## src/design/uped_pkg.sv

```systemverilog
// Shared types and codes for the URI path extract decoder.
// No dependencies; used by every module in design/.
package uped_pkg;

  // Parser phases (plain vector codes)
  localparam logic [2:0] PH_FIRST  = 3'd0;
  localparam logic [2:0] PH_SCHEME = 3'd1;
  localparam logic [2:0] PH_COLON  = 3'd2;
  localparam logic [2:0] PH_AUTH   = 3'd3;
  localparam logic [2:0] PH_PATH   = 3'd4;
  localparam logic [2:0] PH_TAIL   = 3'd5;
  localparam logic [2:0] PH_STOP   = 3'd6;

  // Result kinds
  localparam logic [1:0] K_NONE   = 2'd0;
  localparam logic [1:0] K_SCHEME = 2'd1;
  localparam logic [1:0] K_AUTH   = 2'd2;
  localparam logic [1:0] K_PATH   = 2'd3;

  // Status codes
  localparam logic [2:0] ST_OK         = 3'd0;
  localparam logic [2:0] ST_BAD_SCHEME = 3'd1;
  localparam logic [2:0] ST_NO_COLON   = 3'd2;
  localparam logic [2:0] ST_AUTH_OPEN  = 3'd3;
  localparam logic [2:0] ST_AUTH_START = 3'd4;
  localparam logic [2:0] ST_ESC_SHORT  = 3'd5;
  localparam logic [2:0] ST_BAD_HEX    = 3'd6;

  // Characters
  localparam logic [7:0] CH_COLON   = 8'h3A;
  localparam logic [7:0] CH_SLASH   = 8'h2F;
  localparam logic [7:0] CH_PERCENT = 8'h25;
  localparam logic [7:0] CH_QUEST   = 8'h3F;
  localparam logic [7:0] CH_HASH    = 8'h23;
  localparam logic [7:0] CH_PLUS    = 8'h2B;
  localparam logic [7:0] CH_MINUS   = 8'h2D;
  localparam logic [7:0] CH_DOT     = 8'h2E;

  // Result queue
  localparam int unsigned FifoDepth = 4;
  localparam int unsigned FifoAw    = $clog2(FifoDepth);
  localparam int unsigned FifoLw    = FifoAw + 1;

  // One result item
  typedef struct packed {
    logic [1:0] kind;
    logic [7:0] data;
    logic       done;
    logic [2:0] status;
    logic       last;
  } res_t;

  // Core -> queue push bundle
  typedef struct packed {
    logic [1:0] count;  // 0..2 results this cycle
    res_t       r0;
    res_t       r1;
  } push_t;

  // Queue status toward the top level
  typedef struct packed {
    logic [FifoLw-1:0] level;
    logic              room2;  // space for two more results
  } fifo_stat_t;

endpackage

```

## src/design/uped_core.sv

```systemverilog
// Parser state and per-item step logic: one held byte in, up to two results out.
// Depends on uped_pkg.
module uped_core (
  input  logic             clk_i,
  input  logic             rst_ni,
  input  logic             cfg_we_i,
  input  logic             cfg_wdata_i,
  input  logic             step_i,     // held item is consumed this cycle
  input  logic [7:0]       byte_i,
  input  logic             last_i,
  output uped_pkg::push_t  push_o
);

  typedef struct packed {
    logic       emit;
    logic [7:0] data;
    logic [1:0] esc;
    logic [3:0] hn;
    logic       tail;
    logic [2:0] fail_code;
  } pb_t;

  function automatic logic [4:0] hex_value(input logic [7:0] c);
    logic [4:0] r;
    r = 5'd0;
    if (c >= 8'h30 && c <= 8'h39) r = {1'b1, c[3:0]};
    else if ((c >= 8'h61 && c <= 8'h66) || (c >= 8'h41 && c <= 8'h46))
      r = {1'b1, c[3:0] + 4'd9};
    return r;
  endfunction

  function automatic pb_t path_byte(input logic [7:0] c, input logic [1:0] esc,
                                    input logic [3:0] hn);
    pb_t        p;
    logic       term;
    logic [4:0] hv;
    term = (c == uped_pkg::CH_QUEST) || (c == uped_pkg::CH_HASH);
    hv   = hex_value(c);
    p.emit = 1'b0;
    p.data = c;
    p.esc  = esc;
    p.hn   = hn;
    p.tail = 1'b0;
    p.fail_code = uped_pkg::ST_OK;
    case (esc)
      2'd0: begin
        if (c == uped_pkg::CH_PERCENT) p.esc = 2'd1;
        else if (term) p.tail = 1'b1;
        else p.emit = 1'b1;
      end
      2'd1: begin
        if (term) p.fail_code = uped_pkg::ST_ESC_SHORT;
        else if (!hv[4]) p.esc = 2'd3;
        else begin
          p.hn  = hv[3:0];
          p.esc = 2'd2;
        end
      end
      2'd2: begin
        if (term) p.fail_code = uped_pkg::ST_ESC_SHORT;
        else if (!hv[4]) p.fail_code = uped_pkg::ST_BAD_HEX;
        else begin
          p.emit = 1'b1;
          p.data = {hn, hv[3:0]};
          p.esc  = 2'd0;
        end
      end
      default: begin
        p.fail_code = term ? uped_pkg::ST_ESC_SHORT : uped_pkg::ST_BAD_HEX;
      end
    endcase
    return p;
  endfunction

  logic       drop_q;
  logic [2:0] phase_q, phase_d;
  logic       sp_q, sp_d;
  logic [1:0] esc_q, esc_d;
  logic [3:0] hn_q, hn_d;
  logic [2:0] err_q, err_d;

  logic [1:0] cnt;
  logic [1:0] kk [2];
  logic [7:0] dd [2];
  pb_t        pb;
  logic       is_let, is_dig;

  always_comb begin
    phase_d = phase_q;
    sp_d    = sp_q;
    esc_d   = esc_q;
    hn_d    = hn_q;
    err_d   = err_q;
    cnt     = 2'd0;
    kk[0]   = uped_pkg::K_NONE;
    kk[1]   = uped_pkg::K_NONE;
    dd[0]   = 8'd0;
    dd[1]   = 8'd0;
    is_let  = (byte_i >= 8'h41 && byte_i <= 8'h5A) || (byte_i >= 8'h61 && byte_i <= 8'h7A);
    is_dig  = (byte_i >= 8'h30 && byte_i <= 8'h39);
    pb      = path_byte(byte_i, esc_q, hn_q);

    case (phase_q)
      uped_pkg::PH_FIRST: begin
        if (is_let) begin
          kk[cnt[0]] = uped_pkg::K_SCHEME;
          dd[cnt[0]] = byte_i;
          cnt = cnt + 2'd1;
          phase_d = uped_pkg::PH_SCHEME;
        end else begin
          err_d = uped_pkg::ST_BAD_SCHEME;
          phase_d = uped_pkg::PH_STOP;
          sp_d = 1'b0;
        end
      end
      uped_pkg::PH_SCHEME: begin
        if (byte_i == uped_pkg::CH_COLON) phase_d = uped_pkg::PH_COLON;
        else if (is_let || is_dig || byte_i == uped_pkg::CH_PLUS ||
                 byte_i == uped_pkg::CH_MINUS || byte_i == uped_pkg::CH_DOT) begin
          kk[cnt[0]] = uped_pkg::K_SCHEME;
          dd[cnt[0]] = byte_i;
          cnt = cnt + 2'd1;
        end else begin
          err_d = uped_pkg::ST_BAD_SCHEME;
          phase_d = uped_pkg::PH_STOP;
          sp_d = 1'b0;
        end
      end
      uped_pkg::PH_COLON: begin
        if (sp_q) begin
          sp_d = 1'b0;
          if (byte_i == uped_pkg::CH_SLASH) phase_d = uped_pkg::PH_AUTH;
          else begin
            // single slash: it opens the path, this byte is the first path byte
            if (!drop_q) begin
              kk[cnt[0]] = uped_pkg::K_PATH;
              dd[cnt[0]] = uped_pkg::CH_SLASH;
              cnt = cnt + 2'd1;
            end
            phase_d = uped_pkg::PH_PATH;
            if (pb.emit) begin
              kk[cnt[0]] = uped_pkg::K_PATH;
              dd[cnt[0]] = pb.data;
              cnt = cnt + 2'd1;
            end
            esc_d = pb.esc;
            hn_d  = pb.hn;
            if (pb.tail) phase_d = uped_pkg::PH_TAIL;
            if (pb.fail_code != uped_pkg::ST_OK) begin
              err_d = pb.fail_code;
              phase_d = uped_pkg::PH_STOP;
            end
          end
        end else if (byte_i == uped_pkg::CH_SLASH) begin
          sp_d = 1'b1;
        end else begin
          err_d = uped_pkg::ST_AUTH_START;
          phase_d = uped_pkg::PH_STOP;
          sp_d = 1'b0;
        end
      end
      uped_pkg::PH_AUTH: begin
        if (byte_i == uped_pkg::CH_SLASH) begin
          if (!drop_q) begin
            kk[cnt[0]] = uped_pkg::K_PATH;
            dd[cnt[0]] = uped_pkg::CH_SLASH;
            cnt = cnt + 2'd1;
          end
          phase_d = uped_pkg::PH_PATH;
        end else begin
          kk[cnt[0]] = uped_pkg::K_AUTH;
          dd[cnt[0]] = byte_i;
          cnt = cnt + 2'd1;
        end
      end
      uped_pkg::PH_PATH: begin
        if (pb.emit) begin
          kk[cnt[0]] = uped_pkg::K_PATH;
          dd[cnt[0]] = pb.data;
          cnt = cnt + 2'd1;
        end
        esc_d = pb.esc;
        hn_d  = pb.hn;
        if (pb.tail) phase_d = uped_pkg::PH_TAIL;
        if (pb.fail_code != uped_pkg::ST_OK) begin
          err_d = pb.fail_code;
          phase_d = uped_pkg::PH_STOP;
          sp_d = 1'b0;
        end
      end
      default: begin
      end
    endcase

    if (last_i) begin
      if (err_d == uped_pkg::ST_OK) begin
        case (phase_d)
          uped_pkg::PH_SCHEME: err_d = uped_pkg::ST_NO_COLON;
          uped_pkg::PH_COLON: begin
            if (sp_d) begin
              // URI ends at a lone slash: the path is "/"
              if (!drop_q) begin
                kk[cnt[0]] = uped_pkg::K_PATH;
                dd[cnt[0]] = uped_pkg::CH_SLASH;
                cnt = cnt + 2'd1;
              end
            end else begin
              err_d = uped_pkg::ST_AUTH_START;
            end
          end
          uped_pkg::PH_AUTH: err_d = uped_pkg::ST_AUTH_OPEN;
          uped_pkg::PH_PATH: begin
            if (esc_d != 2'd0) err_d = uped_pkg::ST_ESC_SHORT;
          end
          uped_pkg::PH_FIRST: err_d = uped_pkg::ST_BAD_SCHEME;
          default: begin
          end
        endcase
      end
      if (cnt == 2'd0) begin
        kk[0] = uped_pkg::K_NONE;
        dd[0] = 8'd0;
        cnt   = 2'd1;
      end
    end

    push_o.count     = cnt;
    push_o.r0.kind   = kk[0];
    push_o.r0.data   = dd[0];
    push_o.r0.done   = last_i && (cnt == 2'd1);
    push_o.r0.status = (last_i && (cnt == 2'd1)) ? err_d : uped_pkg::ST_OK;
    push_o.r0.last   = (cnt == 2'd1);
    push_o.r1.kind   = kk[1];
    push_o.r1.data   = dd[1];
    push_o.r1.done   = last_i;
    push_o.r1.status = last_i ? err_d : uped_pkg::ST_OK;
    push_o.r1.last   = 1'b1;

    // end of URI: parser state back to its start
    if (last_i) begin
      phase_d = uped_pkg::PH_FIRST;
      sp_d    = 1'b0;
      esc_d   = 2'd0;
      hn_d    = 4'd0;
      err_d   = uped_pkg::ST_OK;
    end
  end

  always_ff @(posedge clk_i or negedge rst_ni) begin
    if (!rst_ni) begin
      drop_q  <= 1'b0;
      phase_q <= uped_pkg::PH_FIRST;
      sp_q    <= 1'b0;
      esc_q   <= 2'd0;
      hn_q    <= 4'd0;
      err_q   <= uped_pkg::ST_OK;
    end else begin
      if (cfg_we_i) drop_q <= cfg_wdata_i;
      if (step_i) begin
        phase_q <= phase_d;
        sp_q    <= sp_d;
        esc_q   <= esc_d;
        hn_q    <= hn_d;
        err_q   <= err_d;
      end
    end
  end

endmodule

```

## src/design/uped_out_fifo.sv

```systemverilog
// Result queue: takes up to two results per cycle, hands out one per cycle on each pop.
// Depends on uped_pkg.
module uped_out_fifo (
  input  logic                clk_i,
  input  logic                rst_ni,
  input  logic                push_en_i,
  input  uped_pkg::push_t     push_i,
  input  logic                pop_i,
  output uped_pkg::res_t      head_o,
  output logic                nonempty_o,
  output uped_pkg::fifo_stat_t stat_o
);

  localparam int unsigned Aw = uped_pkg::FifoAw;
  localparam int unsigned Lw = uped_pkg::FifoLw;

  uped_pkg::res_t mem_q [uped_pkg::FifoDepth];
  logic [Aw-1:0]  wptr_q, rptr_q;
  logic [Lw-1:0]  level_q;
  logic [1:0]     n_push;

  assign n_push = push_en_i ? push_i.count : 2'd0;

  always_ff @(posedge clk_i) begin
    if (n_push != 2'd0) mem_q[wptr_q] <= push_i.r0;
    if (n_push == 2'd2) mem_q[wptr_q + Aw'(1)] <= push_i.r1;
  end

  always_ff @(posedge clk_i or negedge rst_ni) begin
    if (!rst_ni) begin
      wptr_q  <= '0;
      rptr_q  <= '0;
      level_q <= '0;
    end else begin
      wptr_q  <= wptr_q + Aw'(n_push);
      if (pop_i) rptr_q <= rptr_q + Aw'(1);
      level_q <= level_q + Lw'(n_push) - Lw'(pop_i);
    end
  end

  assign head_o       = mem_q[rptr_q];
  assign nonempty_o   = (level_q != '0);
  assign stat_o.level = level_q;
  assign stat_o.room2 = (level_q <= Lw'(uped_pkg::FifoDepth - 2));

endmodule

```

## src/design/uri_path_extract_decoder.sv

```systemverilog
// Top level of the URI path extract decoder: input register, parser core, result queue.
// Depends on uped_pkg, uped_core, uped_out_fifo.
//
// Usage: URI text enters one byte per item on the s_axis channel, s_axis_tlast on
// its final byte. Each item yields zero, one or two results on m_axis: scheme,
// authority or decoded path bytes tagged by m_axis_tuser, and on the URI's final
// byte a result with m_axis_tlast set and the status in m_axis_tdata.
// A result reaches m_axis after its byte has passed the input register and has been
// written into the result queue.
// Throughput: one byte per cycle while each byte gives at most one result and
// m_axis_tready stays high; a byte that gives two results adds one more result
// for the single-result output port to drain from the four-entry result queue.
// The input register and the queue keep the input side moving while a result
// waits: when m_axis_tready is low the queue fills, and once fewer than two
// entries are free the held byte waits and s_axis_tready drops. Nothing is lost.
// Reset empties the queue and input register, returns the parser to the start
// of a URI and clears drop_first_path_slash (cfg_we_i / cfg_wdata_i), which the user
// must write only while the block is idle; the block itself does not enforce it.
module uri_path_extract_decoder (
  input  logic        clk_i,
  input  logic        rst_ni,
  input  logic        cfg_we_i,
  input  logic        cfg_wdata_i,
  input  logic        s_axis_tvalid,
  output logic        s_axis_tready,
  input  logic [7:0]  s_axis_tdata,   // [7:0] in_byte
  input  logic        s_axis_tlast,   // in_last
  output logic        m_axis_tvalid,
  input  logic        m_axis_tready,
  output logic [15:0] m_axis_tdata,   // [7:0] out_byte, [10:8] out_status, [11] out_last
  output logic        m_axis_tlast,   // out_done
  output logic [1:0]  m_axis_tuser    // [1:0] out_kind
);

  logic                 in_v_q;
  logic [7:0]           in_byte_q;
  logic                 in_last_q;
  logic                 step;
  logic                 pop;
  uped_pkg::push_t      push;
  uped_pkg::res_t       head;
  uped_pkg::fifo_stat_t fstat;
  logic                 nonempty;

  assign step          = in_v_q && fstat.room2;
  assign s_axis_tready = !in_v_q || step;
  assign pop           = m_axis_tvalid && m_axis_tready;

  always_ff @(posedge clk_i or negedge rst_ni) begin
    if (!rst_ni) begin
      in_v_q <= 1'b0;
    end else if (s_axis_tready) begin
      in_v_q <= s_axis_tvalid;
    end
  end

  always_ff @(posedge clk_i) begin
    if (s_axis_tvalid && s_axis_tready) begin
      in_byte_q <= s_axis_tdata;
      in_last_q <= s_axis_tlast;
    end
  end

  uped_core u_core (
    .clk_i       (clk_i),
    .rst_ni      (rst_ni),
    .cfg_we_i    (cfg_we_i),
    .cfg_wdata_i (cfg_wdata_i),
    .step_i      (step),
    .byte_i      (in_byte_q),
    .last_i      (in_last_q),
    .push_o      (push)
  );

  uped_out_fifo u_fifo (
    .clk_i      (clk_i),
    .rst_ni     (rst_ni),
    .push_en_i  (step),
    .push_i     (push),
    .pop_i      (pop),
    .head_o     (head),
    .nonempty_o (nonempty),
    .stat_o     (fstat)
  );

  assign m_axis_tvalid = nonempty;
  assign m_axis_tdata  = {4'd0, head.last, head.status, head.data};
  assign m_axis_tlast  = head.done;
  assign m_axis_tuser  = head.kind;

`ifndef SYNTHESIS
  a_level_bound: assert property (@(posedge clk_i) disable iff (!rst_ni)
    fstat.level <= uped_pkg::FifoLw'(uped_pkg::FifoDepth))
    else $error("result queue overflow");

  a_stall_holds_item: assert property (@(posedge clk_i) disable iff (!rst_ni)
    in_v_q && !step |=> in_v_q && $stable(in_byte_q) && $stable(in_last_q))
    else $error("held item lost while stalled");

  a_done_is_last: assert property (@(posedge clk_i) disable iff (!rst_ni)
    m_axis_tvalid && m_axis_tlast |-> m_axis_tdata[11])
    else $error("final result not marked last of its item");

  a_status_on_done: assert property (@(posedge clk_i) disable iff (!rst_ni)
    m_axis_tvalid && (m_axis_tdata[10:8] != uped_pkg::ST_OK) |-> m_axis_tlast)
    else $error("status on a non-final result");
`endif

endmodule
```

## config.mk

```make
export PLATFORM = sky130hd
export DESIGN_NAME = uri_path_extract_decoder
export DESIGN_NICKNAME = d
export VERILOG_FILES = /design/src/design/uped_pkg.sv /design/src/design/uped_core.sv /design/src/design/uped_out_fifo.sv /design/src/design/uri_path_extract_decoder.sv
export SDC_FILE = /design/constraint.sdc
export NUM_CORES = 1
export LEC_CHECK = 0
export BUFFER_PORTS_ARGS = -buffer_cell sky130_fd_sc_hd__buf_2
export CAP_MARGIN = 0
export CORE_MARGIN = 2
export CORE_UTILIZATION = 65
export DETAILED_ROUTE_END_ITERATION = 12
export MAX_ROUTING_LAYER = met4
export PLACE_DENSITY = 0.87
export SYNTH_ARGS = -nofsm -noshare
export SYNTH_HDL_FRONTEND = slang
export SYNTH_SLANG_ARGS = --single-unit
```

## constraint.sdc

```tcl
create_clock -name clk_i -period 6.3 [get_ports clk_i]
set_clock_uncertainty 0.05 [all_clocks]
set_input_delay 1.89 -clock clk_i [delete_from_list [all_inputs] [get_ports clk_i]]
set_output_delay 1.89 -clock clk_i [all_outputs]
set_load 0.02 [all_outputs]
```

### Yosys cells after proc, flatten, opt, wreduce, memory -nomap -nowiden

Memory sizes are Yosys's and may differ from the RTL's.
Index checks and enable logic that the tools add are counted.

| cells by class | value |
|---|---|
| $add $sub $neg | 8 |
| $lt $le $gt $ge | 13 |
| eq/ne operators | 22 |
| mux-type cells | 138 |
| bitwise logic cells | 7 |
| reduce and logical (&&, ||, !) cells | 31 |

Operators by type and width:

| operator | count |
|---|---|
| two-way mux 16 bit | 8 |
| two-way mux 8 bit | 13 |
| two-way mux 3 bit | 27 |
| equality test 8 x 6 -> 1 bit, second input constant | 8 |
| two-way mux 2 bit | 31 |
| two-way mux 4 bit | 13 |
| case mux 8 bit (5 select lines) | 1 |
| less-or-equal comparator 8 x 7 -> 1 bit, second input constant | 4 |
| case mux 3 bit (5 select lines) | 2 |
| two-way mux 1 bit | 23 |
| two-way mux 11 bit | 2 |
| case mux 2 bit (5 select lines) | 2 |
| bitwise mux 16 bit | 1 |
| demux 8 bit (select 1 bit) | 2 |
| greater-or-equal comparator 8 x 7 -> 1 bit, second input constant | 2 |
| equality test 3 x 2 -> 1 bit, second input constant | 4 |
| two-way mux 6 bit | 2 |
| case mux 3 bit (4 select lines) | 1 |
| logical AND 1 bit | 11 |
| two-way mux 5 bit | 2 |
| OR 10 bit | 1 |
| logical NOT 3 bit | 3 |
| case mux 3 bit (3 select lines) | 1 |
| nonzero test 3 bit | 3 |
| 31 further kinds | 52 |

| word-level totals | value |
|---|---|
| register bits | 31 |
| RAM bits | 60 |
| output and inout bits | 21 |
| memories | 1 |

Memories:

| memory | depth | bits a word | rd ports | clocked after memory_dff | write ports | line | source |
|---|---|---|---|---|---|---|---|
| u_fifo.mem_q | 4 | 15 | 1 | 0 | 2 | uped_out_fifo.sv:17 | `uped_pkg::res_t mem_q [uped_pkg::FifoDepth];` |

### Longest topological paths before layout

| logic depth | value |
|---|---|
| word-level depth | 25 |
| mapped depth | 16 |
| mapped depth without buffers | 16 |

### By module

From an unflattened synthesis, not the netlist that was laid out.

| unflattened totals | value |
|---|---|
| cell total of the unflattened synthesis | 514 |
| area total of the unflattened synthesis | 5,896.9 um2 |

Modules (own cells, without submodules):

| module | instances | cells each | area each (um2) |
|---|---|---|---|
| uped_out_fifo | 1 | 192 | 3,378.2 |
| uped_core | 1 | 302 | 2,148.3 |
| uri_path_extract_decoder | 1 | 20 | 370.4 |

### Least setup slack after synthesis

OpenSTA, ideal clock, no wires.

| timing | value |
|---|---|
| path type | register to register |
| from | register in_byte_q[0] |
| to | memory u_fifo.mem_q[3][10] (netlist bit), enable pin |
| setup time | 361 ps |
| arrival time | 3,757 ps |
| data required time | 5,889 ps |
| setup slack | 2,132 ps |
| cell stages (with the launch flop) | 15 |
| path buffers | 1 |
| clock period less this slack | 4,168 ps |
| path through | edfxtp_1 -> inv_1 -> ha_1 -> or4b_2 -> a211oi_1 -> o22ai_1 -> o21ai_0 -> nand2b_1 -> ha_1 -> a21oi_1 -> and3_1 -> buf_2 -> a211oi_2 -> inv_1 -> nand2_1 |

RTL lines:

| item | line | source |
|---|---|---|
| start: declaration | uri_path_extract_decoder.sv:36 | `logic [7:0] in_byte_q;` |
| start signal: assignment | uri_path_extract_decoder.sv:59 | `in_byte_q <= s_axis_tdata;` |
| end: declaration | uped_out_fifo.sv:17 |  |

==> metrics.txt <==
P per Cell Area=432 mW/mm2; Adder-Cell Fraction of Synth Area=under 10%; Reg2Reg Launch Point=in_byte_q[1]; min-delay src=u_fifo.mem_q[0][0]; area share of and/or/nand/nor cells after synthesis=~16%; first-pass GRT wire length=between 20 and 25 mm; Routed Antenna Nets=0; DRT Wirelength=between 10 and 15 mm; Syn-to-layout area delta=6.51%; Setup crit start kind=flip-flop; Placer Congestion=a little over 0.9; minimum clock period=around 5000 ps; most common cell after layout, fill and taps aside=nand2_1; postcts setup bufs=0; die height=~100 um; crit path max fanout=14; Critical Path, Cell by Cell=inv_1 -> ha_1 -> or4b_2 -> a211oi_1 -> o22ai_1 -> o21ai_0 -> nand2b_1 -> ha_1 -> a21oi_1 -> and3_1 -> a211oi_2 -> inv_1 -> nand2_1; Final Setup Violations=0; io pins=36; Hold Path Class=reg2reg; layout cells sized above 1=between 10% and 20%; vias in the first global route=4485; GRT Total Usage=between 30% and 40%; Critical Setup Path Class=reg2reg; CTS clk-pin slew, worst paths=approximately 100 ps; Die W=a little under 100 um; H-tree levels=3; flops & latches, synth=between 90 and 100; EDFF count, synth=65; Multi-input gate area=0.00283 mm2; Slowest-stage cell, CP=or4b_2; Util after Layout=70.1%; Detailed Place HPWL=10.5 mm; DR pass1 iterations=5; DR WL/cell=21.1 um; Synth warnings=0; num rows=34; Syn Inst Count=558; post_cts resized=0; Power Total=roughly 2.6 mW; Async SR Flop Fraction=24.2%; WP data arrival=about 4900 ps; DR iter-0 viols=approximately 510; Final Hold Viols=0; drc violations=0; antenna fix cells=0; Clk Latency, worst-skew pair=roughly 370 ps; Fin Hold WS=418 ps; leakage power=around 2.2 nW; Post-Synthesis Cell Area=0.00565 mm2; Fmax=roughly 200 MHz; Yosys top cell by area=edfxtp_1; Max stage delay on crit path=roughly 660 ps; cts hold-fix bufs=0; Max IR drop VDD=between 0.2 and 0.3 mV; Synth Area in Compound Gates=approximately 23%; nets=around 600; Crit. Startpoint=in_byte_q[1]; TritonCTS clock tree=built; Core Footprint=about 0.0086 mm2; final period utilization=78.7%; cts bufs inserted=9; Die ar.=0.00946 mm2; post-synth top area share=between 30% and 40%; Max clock buf depth=2; Slew @ Worst Pin=about 1000 ps; WP data required=roughly 6300 ps; max_cap viols=0; syn_area_per_cell=around 10 um2; count of cell types in the netlist=between 70 and 80; main flop type after synthesis=edfxtp_1; max-slew violations=0; layout filler cell count=about 640; Via Count=roughly 4700; unrepaired setup endpoints after global routing=false; Critical Path End Type=flip-flop; multiplexer share of the synthesized area=under 10%; status=complete, no violations; Setup TNS=0 ps; CTS Root Cell=clkbuf_8; main combinational cell family by area after synthesis=compound AO/OA/AOI/OAI gates; initial antenna violation count=0; flip-flop and latch area=0.00258 mm2; relative slew slack=approximately 33%; Sink Count=91; synth top area cells=edfxtp_1 35%, dfrtp_1 9.7%, mux4_2 6.0%; most frequent cells in the layout=68 x nand2_1, 65 x edfxtp_1, 48 x o21ai_0; Vias/cell=about 6.9; register area share after synthesis=a little under half; largest net degree at the start of global routing=23; Initial Utilization=between 60% and 70%; xor and xnor fraction of the mapped netlist area=under 10%; I/O Buffers=31; total congestion overflow=0
flip-flops by register name, summed over array words and instances (netlist names):
name            cells
u_core.drop_q       1
u_fifo.level_q      3
u_core.esc_q        2
in_last_q           1
u_core.err_q        3
u_core.sp_q         1
u_fifo.rptr_q       2
u_fifo.mem_q       60
in_v_q              1
u_core.hn_q         4
in_byte_q           8
u_fifo.wptr_q       2
u_core.phase_q      3
layer usage:
metal / share of wire [%] / GRT usage [%] / up-vias / wire, um
met5: 0 / - / - / 0
met3: 7.3 / 5.04 / 45 / 1050
met4: 2.8 / 8.33 / 0 / 407
li1: - / - / 2148 / -
met2: 50 / 53.6 / 269 / 7130
met1: 40 / 40.1 / 2232 / 5760
final cells by class:
| type | count | area share (%) |
|---|---|---|
| clock buffers | 10 | 2.12 |
| well taps | 108 | 2.24 |
| repair buffers | 32 | 2.70 |
| inverters | 23 | 1.43 |
| multi-input cells | 411 | 47.0 |
| flip-flops and latches | 91 | 42.9 |
| clock inverters | 6 | 1.60 |
per-stage QoR:
stage | instance area, um2 | std cells | worst slack [ps]
3_3_place_gp | 5800 | 665 | 1700
3_5_place_dp | 5800 | 665 | 1510
5_1_grt | 6020 | 681 | 993
2_1_floorplan | 5670 | 561 | 2130
6_report | 6020 | 681 | 1340
4_1_cts | 6020 | 681 | 1440
report_power, final:
part | switching, mW | total [mW] | internal (mW)
Sequential | 0.196 | 0.986 | 0.790
Clock | 0.224 | 0.453 | 0.229
Combinational | 0.710 | 1.16 | 0.451
Total | 1.13 | 2.60 | 1.47
cell families (layout without fill, tap and decap cells):
logic type | after synthesis | in the layout
and+or+nand+nor | 179 | 179
adders and majority gates | 11 | 11
muxes | 18 | 18
xor gates and xnor gates | 9 | 9
buffers and inverters | 59 | 71
AOI/OAI and AO/OA | 190 | 190
other | 1 | 4
DFF | 91 | 91
synthesized netlist by cell type (6+ instances only):
cell	instances
inv_1	22
nand3_1	12
a22o_1	8
buf_2	6
and2_1	7
o21ai_0	48
nor2b_1	6
a21o_1	8
mux4_2	15
o22ai_1	27
edfxtp_1	65
dfrtp_1	22
o2bb2ai_1	6
nor3b_1	9
nor2_1	32
clkbuf_1	22
a211oi_1	9
ha_1	10
nand2_1	68
a21oi_1	28
nor3_1	9
path summary, 6_finish.rpt:
check | endpoint | cells past startpoint | slack [ps]
min | u_fifo.mem_q[0][0] | 2 | 420
min reg2reg | u_fifo.mem_q[0][0] | 2 | 420
max reg2reg | u_fifo.mem_q[3][14] | 13 | 1340
max in group asynchronous | u_core.hn_q[0] | 1 | 4400
max | u_fifo.mem_q[3][14] | 13 | 1340
min in group asynchronous | u_core.err_q[1] | 1 | 1440
critical path: cells and delay by family (launching register included):
family / cells / cell delay, ps
AO/OA/AOI/OAI: 5 / 1520
adder cells (fa/ha/maj): 2 / 600
buffers and inverters: 2 / 240
flip-flops: 1 / 510
AND/OR/NAND/NOR: 4 / 1670
Note: power is estimated with default switching activity, not from simulation.
